==> src/hw/rtl/modulated_position_generator_top_assert.svh <==
// ----------------------------------------------------------------------------
// Assertion macros for the modulated position generator
// Concurrent checks on the clock and the active-low synchronous reset.
// ----------------------------------------------------------------------------
`ifndef MODULATED_POSITION_GENERATOR_TOP_ASSERT_SVH
`define MODULATED_POSITION_GENERATOR_TOP_ASSERT_SVH
`ifndef SYNTH
`define MPG_ASSERT_NEXT(lbl, pre, post, msg) \
    lbl: assert property (@(posedge i_clk) disable iff (!i_rst_n) (pre) |=> (post)) \
        else $error(msg);
`define MPG_ASSERT_SAME(lbl, pre, post, msg) \
    lbl: assert property (@(posedge i_clk) disable iff (!i_rst_n) (pre) |-> (post)) \
        else $error(msg);
`else
`define MPG_ASSERT_NEXT(lbl, pre, post, msg)
`define MPG_ASSERT_SAME(lbl, pre, post, msg)
`endif
`endif

==> src/hw/rtl/mpg_pkg.sv <==
// ----------------------------------------------------------------------------
// Modulated position generator package
// Field widths, register indexes, defaults and the CORDIC arctangent table.
// ----------------------------------------------------------------------------
package mpg_pkg;

    localparam int MPG_ANGLE_BITS        = 16;
    localparam int MPG_CORDIC_ITERATIONS = 16;

    localparam int MPG_CFG_IDX_W  = 3;
    localparam int MPG_CFG_DATA_W = 32;
    localparam int MPG_POS_W      = 25;

    localparam logic [MPG_CFG_IDX_W-1:0] REG_RADIUS       = 3'd0;
    localparam logic [MPG_CFG_IDX_W-1:0] REG_BASE_AZIMUTH = 3'd1;
    localparam logic [MPG_CFG_IDX_W-1:0] REG_ELEVATION    = 3'd2;
    localparam logic [MPG_CFG_IDX_W-1:0] REG_PHASE_STEP   = 3'd3;
    localparam logic [MPG_CFG_IDX_W-1:0] REG_MOD_DEPTH    = 3'd4;

    localparam logic [23:0] RADIUS_RESET     = 24'd65536;
    localparam logic [31:0] PHASE_STEP_RESET = 32'd89478;

    // CORDIC gain compensation, Q30.
    localparam logic signed [30:0] GAIN_Q30 = 31'sd652032874;

    // Arctangent of 2^-i in 2^32 units per turn.
    function automatic logic [31:0] f_atan(input logic [4:0] idx);
        logic [31:0] v;
        unique case (idx)
            5'd0:  v = 32'h20000000;
            5'd1:  v = 32'h12E4051E;
            5'd2:  v = 32'h09FB385B;
            5'd3:  v = 32'h051111D4;
            5'd4:  v = 32'h028B0D43;
            5'd5:  v = 32'h0145D7E1;
            5'd6:  v = 32'h00A2F61E;
            5'd7:  v = 32'h00517C55;
            5'd8:  v = 32'h0028BE53;
            5'd9:  v = 32'h00145F2F;
            5'd10: v = 32'h000A2F98;
            5'd11: v = 32'h000517CC;
            5'd12: v = 32'h00028BE6;
            5'd13: v = 32'h000145F3;
            5'd14: v = 32'h0000A2FA;
            5'd15: v = 32'h0000517D;
            5'd16: v = 32'h000028BE;
            5'd17: v = 32'h0000145F;
            5'd18: v = 32'h00000A30;
            5'd19: v = 32'h00000518;
            5'd20: v = 32'h0000028C;
            5'd21: v = 32'h00000146;
            5'd22: v = 32'h000000A3;
            5'd23: v = 32'h00000051;
            default: v = 32'h0;
        endcase
        return v;
    endfunction

endpackage

==> src/hw/rtl/mpg_if.sv <==
// ----------------------------------------------------------------------------
// Modulated position generator channels
// Tick input, position output and configuration write channels.
// ----------------------------------------------------------------------------
interface mpg_in_if;
    logic        valid;
    logic        ready;
    logic        block_start;
    logic [31:0] frame_position;
    logic        transport_running;
    modport source (output valid, block_start, frame_position, transport_running,
                    input ready);
    modport sink   (input valid, block_start, frame_position, transport_running,
                    output ready);
endinterface

interface mpg_out_if;
    logic               valid;
    logic               ready;
    logic signed [24:0] pos_x;
    logic signed [24:0] pos_y;
    logic signed [24:0] pos_z;
    modport source (output valid, pos_x, pos_y, pos_z, input ready);
    modport sink   (input valid, pos_x, pos_y, pos_z, output ready);
endinterface

interface mpg_cfg_if;
    logic        valid;
    logic        ready;
    logic [2:0]  index;
    logic [31:0] data;
    modport source (output valid, index, data, input ready);
    modport sink   (input valid, index, data, output ready);
endinterface

==> src/hw/rtl/modulated_position_generator_top.sv <==
// ----------------------------------------------------------------------------
// Modulated position generator
// Sine LFO on the azimuth, spherical to Cartesian conversion by CORDIC.
// ----------------------------------------------------------------------------
// One tick in gives one saturated Q8.16 position out. A tick is processed
// alone; when block_start reloads the phase, the phase product is first
// formed bit-serially, one multiplier bit per cycle. The single shared CORDIC
// unit, one iteration per cycle, runs three rotations in turn: the
// modulating sine, the elevation and the azimuth. A finished position sits
// in an output register, so the next tick is accepted while it waits.
// Configuration writes take effect at once.
`include "modulated_position_generator_top_assert.svh"

module modulated_position_generator_top #(
    parameter int ANGLE_BITS        = mpg_pkg::MPG_ANGLE_BITS,
    parameter int CORDIC_ITERATIONS = mpg_pkg::MPG_CORDIC_ITERATIONS
) (
    input  logic           i_clk,
    input  logic           i_rst_n,
    mpg_in_if.sink         i_in,
    mpg_out_if.source      o_out,
    mpg_cfg_if.sink        i_cfg
);
    import mpg_pkg::*;

    localparam int XW = 36;
    localparam int ZW = 34;
    localparam logic [31:0] ANGLE_MASK = ~((32'd1 << (32 - ANGLE_BITS)) - 32'd1);
    localparam logic [4:0]  LAST_ITER  = 5'(CORDIC_ITERATIONS - 1);

    localparam logic [2:0] S_IDLE = 3'd0;
    localparam logic [2:0] S_MUL  = 3'd1;
    localparam logic [2:0] S_PREP = 3'd2;
    localparam logic [2:0] S_ITER = 3'd3;
    localparam logic [2:0] S_POST = 3'd4;
    localparam logic [2:0] S_OFF  = 3'd5;

    localparam logic [1:0] PASS_SIN  = 2'd0;
    localparam logic [1:0] PASS_ELEV = 2'd1;
    localparam logic [1:0] PASS_AZ   = 2'd2;

    localparam logic signed [24:0] OUT_MAX = 25'sd16777215;

    function automatic logic signed [24:0] f_to_out(input logic signed [XW-1:0] v);
        logic signed [XW:0] r;
        logic signed [XW:0] q;
        r = (XW+1)'(v) + 37'sd128;
        q = r >>> 8;
        if (q > 37'sd16777215) begin
            return OUT_MAX;
        end else if (q < -37'sd16777215) begin
            return -OUT_MAX;
        end
        return q[24:0];
    endfunction

    logic [23:0]        r_radius;
    logic [15:0]        r_base;
    logic signed [15:0] r_elev;
    logic [31:0]        r_step;
    logic signed [15:0] r_depth;
    logic [31:0]        r_phase;

    logic [2:0]         r_state;
    logic [4:0]         r_cnt;
    logic [1:0]         r_pass;
    logic               r_trans;
    logic [31:0]        r_mcand;
    logic [31:0]        r_mplier;
    logic [31:0]        r_macc;
    logic signed [XW-1:0] r_x;
    logic signed [XW-1:0] r_y;
    logic signed [ZW-1:0] r_z;
    logic               r_neg;
    logic signed [15:0] r_sin;
    logic [15:0]        r_az;
    logic signed [XW-1:0] r_h;
    logic signed [XW-1:0] r_zc;

    logic               r_out_valid;
    logic signed [24:0] r_px;
    logic signed [24:0] r_py;
    logic signed [24:0] r_pz;

    logic [31:0]        n_macc;
    logic signed [15:0] el_sat;
    logic [31:0]        angle;
    logic [31:0]        t_q;
    logic               flip;
    logic signed [ZW-1:0] z0;
    logic signed [XW-1:0] mult_in;
    logic signed [XW+30:0] prod;
    logic signed [XW-1:0] x0;
    logic signed [XW-1:0] dx;
    logic signed [XW-1:0] dy;
    logic signed [ZW-1:0] at;
    logic signed [XW-1:0] cos_v;
    logic signed [XW-1:0] sin_v;
    logic signed [XW:0]   sin_r;
    logic signed [15:0]   sin_sat;
    logic signed [31:0]   off_prod;
    logic signed [31:0]   off_v;
    logic                 in_xfer;
    logic                 out_load;

    assign i_in.ready  = (r_state == S_IDLE);
    assign i_cfg.ready = 1'b1;
    assign o_out.valid = r_out_valid;
    assign o_out.pos_x = r_px;
    assign o_out.pos_y = r_py;
    assign o_out.pos_z = r_pz;

    assign in_xfer = i_in.valid && i_in.ready;

    always_comb begin
        n_macc = r_macc + (r_mplier[0] ? r_mcand : 32'd0);

        if (r_elev > 16'sd16384) begin
            el_sat = 16'sd16384;
        end else if (r_elev < -16'sd16384) begin
            el_sat = -16'sd16384;
        end else begin
            el_sat = r_elev;
        end

        unique case (r_pass)
            PASS_SIN:  angle = r_phase;
            PASS_ELEV: angle = {el_sat, 16'h0000};
            PASS_AZ:   angle = {r_az, 16'h0000};
            default:   angle = r_phase;
        endcase
        t_q = angle & ANGLE_MASK;
        // Second and third quadrants rotate by a half turn and negate after.
        flip = t_q[31] ^ t_q[30];
        z0 = ZW'($signed({t_q[31] ^ flip, t_q[30:0]}));

        unique case (r_pass)
            PASS_SIN:  mult_in = XW'(64'sd1073741824);
            PASS_ELEV: mult_in = $signed({4'b0000, r_radius, 8'h00});
            PASS_AZ:   mult_in = r_h;
            default:   mult_in = r_h;
        endcase
        prod = mult_in * GAIN_Q30;
        x0 = prod[XW+29:30];

        dx = r_y >>> r_cnt;
        dy = r_x >>> r_cnt;
        at = $signed({2'b00, f_atan(r_cnt)});

        cos_v = r_neg ? -r_x : r_x;
        sin_v = r_neg ? -r_y : r_y;
        sin_r = ((XW+1)'(sin_v) + 37'sd16384) >>> 15;
        if (sin_r > 37'sd32767) begin
            sin_sat = 16'sh7FFF;
        end else if (sin_r < -37'sd32768) begin
            sin_sat = -16'sh8000;
        end else begin
            sin_sat = sin_r[15:0];
        end

        off_prod = r_depth * r_sin;
        off_v = off_prod >>> 15;

        out_load = (r_state == S_POST) && (r_pass == PASS_AZ) &&
                   (!r_out_valid || o_out.ready);
    end

    always_ff @(posedge i_clk) begin
        if (!i_rst_n) begin
            r_radius    <= RADIUS_RESET;
            r_base      <= 16'h0000;
            r_elev      <= 16'sh0000;
            r_step      <= PHASE_STEP_RESET;
            r_depth     <= 16'sh0000;
            r_phase     <= 32'h0;
            r_state     <= S_IDLE;
            r_cnt       <= 5'd0;
            r_pass      <= PASS_SIN;
            r_out_valid <= 1'b0;
        end else begin
            if (i_cfg.valid && i_cfg.ready) begin
                unique case (i_cfg.index)
                    REG_RADIUS:       r_radius <= i_cfg.data[23:0];
                    REG_BASE_AZIMUTH: r_base   <= i_cfg.data[15:0];
                    REG_ELEVATION:    r_elev   <= $signed(i_cfg.data[15:0]);
                    REG_PHASE_STEP:   r_step   <= i_cfg.data;
                    REG_MOD_DEPTH:    r_depth  <= $signed(i_cfg.data[15:0]);
                    default: ;
                endcase
            end

            if (out_load) begin
                r_out_valid <= 1'b1;
            end else if (o_out.ready) begin
                r_out_valid <= 1'b0;
            end

            unique case (r_state)
                S_IDLE: begin
                    if (in_xfer) begin
                        r_trans <= i_in.transport_running;
                        r_pass  <= PASS_SIN;
                        if (i_in.block_start) begin
                            r_mcand  <= r_step;
                            r_mplier <= i_in.frame_position;
                            r_macc   <= 32'h0;
                            r_cnt    <= 5'd0;
                            r_state  <= S_MUL;
                        end else begin
                            r_state <= S_PREP;
                        end
                    end
                end
                S_MUL: begin
                    // One multiplier bit per cycle; only the low 32 bits are kept.
                    r_macc   <= n_macc;
                    r_mcand  <= {r_mcand[30:0], 1'b0};
                    r_mplier <= {1'b0, r_mplier[31:1]};
                    r_cnt    <= r_cnt + 5'd1;
                    if (r_cnt == 5'd31) begin
                        r_phase <= n_macc;
                        r_state <= S_PREP;
                    end
                end
                S_PREP: begin
                    r_x     <= x0;
                    r_y     <= '0;
                    r_z     <= z0;
                    r_neg   <= flip;
                    r_cnt   <= 5'd0;
                    r_state <= S_ITER;
                end
                S_ITER: begin
                    if (!r_z[ZW-1]) begin
                        r_x <= r_x - dx;
                        r_y <= r_y + dy;
                        r_z <= r_z - at;
                    end else begin
                        r_x <= r_x + dx;
                        r_y <= r_y - dy;
                        r_z <= r_z + at;
                    end
                    if (r_cnt == LAST_ITER) begin
                        r_state <= S_POST;
                    end else begin
                        r_cnt <= r_cnt + 5'd1;
                    end
                end
                S_POST: begin
                    unique case (r_pass)
                        PASS_SIN: begin
                            r_sin   <= sin_sat;
                            r_state <= S_OFF;
                        end
                        PASS_ELEV: begin
                            r_h     <= cos_v;
                            r_zc    <= sin_v;
                            r_pass  <= PASS_AZ;
                            r_state <= S_PREP;
                        end
                        default: begin
                            if (out_load) begin
                                r_px <= f_to_out(cos_v);
                                r_py <= f_to_out(sin_v);
                                r_pz <= f_to_out(r_zc);
                                if (r_trans) begin
                                    r_phase <= r_phase + r_step;
                                end
                                r_state <= S_IDLE;
                            end
                        end
                    endcase
                end
                S_OFF: begin
                    r_az    <= r_base + off_v[15:0];
                    r_pass  <= PASS_ELEV;
                    r_state <= S_PREP;
                end
                default: r_state <= S_IDLE;
            endcase
        end
    end

    `MPG_ASSERT_NEXT(a_busy_after_tick, in_xfer, r_state != S_IDLE, "tick did not start work")
    `MPG_ASSERT_SAME(a_iter_bound, r_state == S_ITER, r_cnt <= LAST_ITER, "iteration overrun")
    `MPG_ASSERT_SAME(a_valid_from_post, $rose(r_out_valid), $past(r_state) == S_POST, "stray result")

endmodule

==> src/flat_wrapper.sv <==
// flat-port wrapper written by rule: the top's interface ports become plain ports
module modulated_position_generator_top_flat import mpg_pkg::*;
#(
    parameter int ANGLE_BITS        = mpg_pkg::MPG_ANGLE_BITS,
    parameter int CORDIC_ITERATIONS = mpg_pkg::MPG_CORDIC_ITERATIONS
)
  (i_clk, i_rst_n, i_in_valid, i_in_block_start, i_in_frame_position, i_in_transport_running, i_in_ready, o_out_valid, o_out_pos_x, o_out_pos_y, o_out_pos_z, o_out_ready, i_cfg_valid, i_cfg_index, i_cfg_data, i_cfg_ready);
  mpg_in_if i_in_i ();
  mpg_out_if o_out_i ();
  mpg_cfg_if i_cfg_i ();
  input  logic i_clk;
  input  logic i_rst_n;
  input wire logic [$bits(i_in_i.valid)-1:0] i_in_valid;
  input wire logic [$bits(i_in_i.block_start)-1:0] i_in_block_start;
  input wire logic [$bits(i_in_i.frame_position)-1:0] i_in_frame_position;
  input wire logic [$bits(i_in_i.transport_running)-1:0] i_in_transport_running;
  output wire logic [$bits(i_in_i.ready)-1:0] i_in_ready;
  output wire logic [$bits(o_out_i.valid)-1:0] o_out_valid;
  output wire logic [$bits(o_out_i.pos_x)-1:0] o_out_pos_x;
  output wire logic [$bits(o_out_i.pos_y)-1:0] o_out_pos_y;
  output wire logic [$bits(o_out_i.pos_z)-1:0] o_out_pos_z;
  input wire logic [$bits(o_out_i.ready)-1:0] o_out_ready;
  input wire logic [$bits(i_cfg_i.valid)-1:0] i_cfg_valid;
  input wire logic [$bits(i_cfg_i.index)-1:0] i_cfg_index;
  input wire logic [$bits(i_cfg_i.data)-1:0] i_cfg_data;
  output wire logic [$bits(i_cfg_i.ready)-1:0] i_cfg_ready;
  assign i_in_i.valid = i_in_valid;
  assign i_in_i.block_start = i_in_block_start;
  assign i_in_i.frame_position = i_in_frame_position;
  assign i_in_i.transport_running = i_in_transport_running;
  assign i_in_ready = i_in_i.ready;
  assign o_out_valid = o_out_i.valid;
  assign o_out_pos_x = o_out_i.pos_x;
  assign o_out_pos_y = o_out_i.pos_y;
  assign o_out_pos_z = o_out_i.pos_z;
  assign o_out_i.ready = o_out_ready;
  assign i_cfg_i.valid = i_cfg_valid;
  assign i_cfg_i.index = i_cfg_index;
  assign i_cfg_i.data = i_cfg_data;
  assign i_cfg_ready = i_cfg_i.ready;
  modulated_position_generator_top #(.ANGLE_BITS(ANGLE_BITS), .CORDIC_ITERATIONS(CORDIC_ITERATIONS)) u_core (.i_clk(i_clk), .i_rst_n(i_rst_n), .i_in(i_in_i), .o_out(o_out_i), .i_cfg(i_cfg_i));
endmodule
==> config.mk <==
export PLATFORM = sky130hd
export DESIGN_NAME = modulated_position_generator_top_flat
export DESIGN_NICKNAME = d
export VERILOG_FILES = /design/src/hw/rtl/mpg_pkg.sv /design/src/hw/rtl/mpg_if.sv /design/src/hw/rtl/modulated_position_generator_top.sv /design/src/flat_wrapper.sv
export VERILOG_INCLUDE_DIRS = /design/src /design/src/hw/rtl
export SDC_FILE = /design/constraint.sdc
export NUM_CORES = 2
export LEC_CHECK = 0
export BUFFER_PORTS_ARGS = -buffer_cell sky130_fd_sc_hd__clkbuf_2
export CORE_UTILIZATION = 55
export DETAILED_ROUTE_END_ITERATION = 10
export GPL_TIMING_DRIVEN = 0
export MAX_ROUTING_LAYER = met4
export PLACE_DENSITY = 0.82
export SYNTH_ARGS = -nofsm -noshare
export SYNTH_HDL_FRONTEND = slang
export SYNTH_SLANG_ARGS = --single-unit
export TNS_END_PERCENT = 100
==> constraint.sdc <==
create_clock -name i_clk -period 12.2 [get_ports i_clk]
set_input_delay 0.61 -clock i_clk [delete_from_list [all_inputs] [get_ports i_clk]]
set_output_delay 0.61 -clock i_clk [all_outputs]
set_load 0.005 [all_outputs]
==> results.py <==
metrics = {
    "clock_network": {
        "hold_buffers": 0,
        "cts_sinks": 553,
        "clk_pin_slew_ps": 70,
        "htreeDepth": 2,
        "root_buffer": "clkbuf_16",
        "cts_buffer_depth": 3,
        "numCtsBuffers": 58,
        "worstSkewPairLatency_ps": 690,
        "cts_tree": "built",
    },
    "floorplan": {
        "dieHeight_um": 364,
        "core_area_mm2": 0.130,
        "start_util_pct": 55.5,
        "die-area_mm2": 0.132,
        "die_width_um": 364,
        "io_pins": 152,
        "num_rows": 132,
    },
    "power_and_ir_drop": {
        "power.leakage_nw": 35.5,
        "peakVddDrop_uv": 146,
        "power_density_mw_per_mm2": 75.3,
        "total_power_mw": 5.81,
    },
    "finish": {
        "final_area_mm2": 0.0772,
        "nets": 9631,
        "final_core_util_pct": 59.6,
        "mostFrequentLayoutCell": "inv_1",
        "final_cell_mix": "inv_1, nand2_1, fa_1",
        "drive_above_1_share_pct": 6.70,
        "area_growth_pct": 7.33,
        "final_cells": 10000,
    },
    "setup_path": {
        "reg2reg_slack_ps": 510,
        "endpoint": "u_core.r_x[31]",
        "crit_slowest_cell": "clkbuf_1",
        "cp.arrival_ps": 12040,
        "crit_buf_inv": 12,
        "reg2reg_to": "u_core.r_x[31]",
        "crit_required_ps": 12560,
        "crit_path_start_kind": "flip-flop",
        "crit_family": "adder cells",
        "cp.depth": 35,
        "critPathKind": "reg -> reg",
        "cp-end-kind": "flip-flop",
        "rr_startpoint": "u_core.r_pass[1]",
        "r2r_cells": 35,
        "cp-startpoint": "u_core.r_pass[1]",
        "crit_path_max_incr_delay_ps": 720,
        "cp_common_cell": "inv_1",
        "critPathMaxFanout": 41,
    },
    "logic_synthesis": {
        "synth-compound-area-share_pct": 13.5,
        "async_flop_share_pct": 0,
        "synth_flop_cell": "edfxtp_1",
        "synth_top_family_by_area": "adder cells",
        "synth_area_per_cell_um2": 9.02,
        "ys_ff_latch": 553,
        "synthAdderAreaFrac_pct": 31.6,
        "yosys_warnings": 0,
        "synthCells": 7975,
        "synth_simple_gate_area_share_pct": 14.6,
        "synth_mux_area_share_pct": 4.41,
        "ys_types": 109,
        "syn_nets": 9401,
        "synth_xor_area_share_pct": 6.59,
        "syn_area_mm2": 0.0719,
        "synth_edf_count": 376,
        "ys_seq_area_share_pct": 20.6,
    },
    "placement": {
        "place_hpwl_um": 204000,
        "dp.cells": 9887,
        "place_area_mm2": 0.0752,
        "numPortBuffers": 149,
        "routabilityCongestion": 1.04,
    },
    "job": {
        "maxCapViolations": 0,
    },
    "global_route": {
        "grt_pass1_wl_um": 370000,
        "grt_use_total_pct": 38.5,
        "overflow": 0,
        "grt_start_max_net_pins": 76,
        "grt_pass1_vias": 60000,
        "antenna_found_initial": 10,
    },
    "timing": {
        "fin_crit_sh_pct": 95.8,
        "finClkSkew_ps": 69.5,
        "final-hold-violation-count": 0,
        "tightest_slew_ps": 1400,
        "min_period_ps": 11690,
        "rsz0062_at_grt": "false",
        "slew_viol_final": 0,
        "fmax_mhz": 85.6,
        "tns_ps": 0,
        "max_slew_margin_pct": 6.37,
        "setup_viol": 0,
    },
    "outcome": {
        "status": "finished clean",
    },
    "routing": {
        "initialDrtViolationCount": 7094,
        "totalWireLength_um": 247000,
        "drt-pass1-iter-count": 6,
        "ant_nets": 0,
        "num_vias": 60800,
        "drc": 0,
        "viasPerCell": 6.07,
        "post_drt_wl_per_cell_um": 24.7,
    },
    "min_path": {
        "hold_class": "in -> reg",
        "hold_depth": 1,
    },
}
-- flip-flops by register name, indices dropped and copies added, names as in the netlist, 25 cells and up --
| name | flops |
|---|---|
| u_core.at | 30 |
| u_core.o_out.pos_x | 25 |
| u_core.o_out.pos_y | 25 |
| u_core.o_out.pos_z | 25 |
| u_core.r_h | 36 |
| u_core.r_macc | 32 |
| u_core.r_mcand | 32 |
| u_core.r_mplier | 32 |
| u_core.r_phase | 32 |
| u_core.r_step | 32 |
| u_core.r_x | 36 |
| u_core.r_y | 36 |
| u_core.r_z | 34 |
| u_core.r_zc | 29 |
-- Yosys cell counts (41+ instances only) --
cell type  instances  area [um2]
nor3_1           104         521
nor2_1           453        1700
mux2i_1           41         410
a31oi_1           60         375
inv_1           1302        4890
o21ai_0          325        1630
clkbuf_1         265         995
xnor2_1          327        2860
dfxtp_1          177        3540
xor2_1           212        1860
edfxtp_1         376       11300
nand2_1          875        3280
o21a_1            48         360
o211ai_1          47         353
a21o_1           108         811
o31ai_1           44         330
and3_1            58         363
a21oi_1          402        2010
ha_1             575        7190
and2_1           200        1250
fa_1             777       15600
nand4_1           51         319
nand3_1          129         646
a21boi_0         112         841
mux4_2           104        2340
a211oi_1          48         360
nand2b_1          73         457
-- how the worst min path moves through the flow --
stage	start	end
after floorplan	u_core.r_radius[16]	u_core.r_radius[16]
after global placement	u_core.r_radius[15]	u_core.r_radius[15]
after detailed placement	u_core.r_phase[10]	u_core.r_phase[10]
after CTS	i_in_transport_running	u_core.r_trans
after global routing	i_in_transport_running	u_core.r_trans
final	i_in_transport_running	u_core.r_trans
-- per-stage QoR --
stage | worst slack [ps] | hold slack, ps
finish | 513 | 184
global route | 77.9 | 162
CTS | 312 | 152
detailed placement | 438 | 467
global placement | -375 | 456
floorplan | 2290 | 440
-- report_power, final --
| group | switching (mW) | internal [mW] | leakage, nW |
|---|---|---|---|
| Clock | 0.845 | 1.05 | 0.981 |
| Combinational | 1.11 | 0.661 | 29.6 |
| Sequential | 0.0567 | 2.09 | 4.85 |
| Total | 2.01 | 3.80 | 35.5 |
-- cell families (layout without fill, tap and decap cells) --
logic type,after synthesis,count (layout)
AND/OR/NAND/NOR,2204,2204
buffers and inverters,1643,1921
AO/OA/AOI/OAI,1500,1500
adder cells (fa/ha/maj),1352,1352
flip-flops,553,553
XOR/XNOR,540,540
multiplexers,182,182
other,1,16
-- routing by layer --
metal,vias to the layer above,track usage [%],part of all wire (%)
li1,27100,-,-
met1,30100,50.9,40
met2,3058,58.7,45
met3,577,6.57,9.7
met4,0,15.6,4.9
met5,-,-,0
-- cell type report --
| cell class | count | area [um2] |
|---|---|---|
| Sequential cell | 553 | 14800 |
| Buffer | 332 | 1320 |
| Timing Repair Buffer | 170 | 1020 |
| Tap cell | 1742 | 2180 |
| Fill cell | 11200 | 52400 |
| Clock buffer | 73 | 1600 |
| Antenna cell | 15 | 37.5 |
| Multi-Input combinational cell | 5779 | 50900 |
| Clock inverter | 35 | 408 |
| Inverter | 1311 | 4920 |
-- timing repair --
item,CTS,global route
endpoints found under the hold margin,0,0
buffers inserted,0,0
gates resized for setup,0,4
setup endpoints to repair,0,8
No activity file was read; power rests on OpenSTA's default activity.
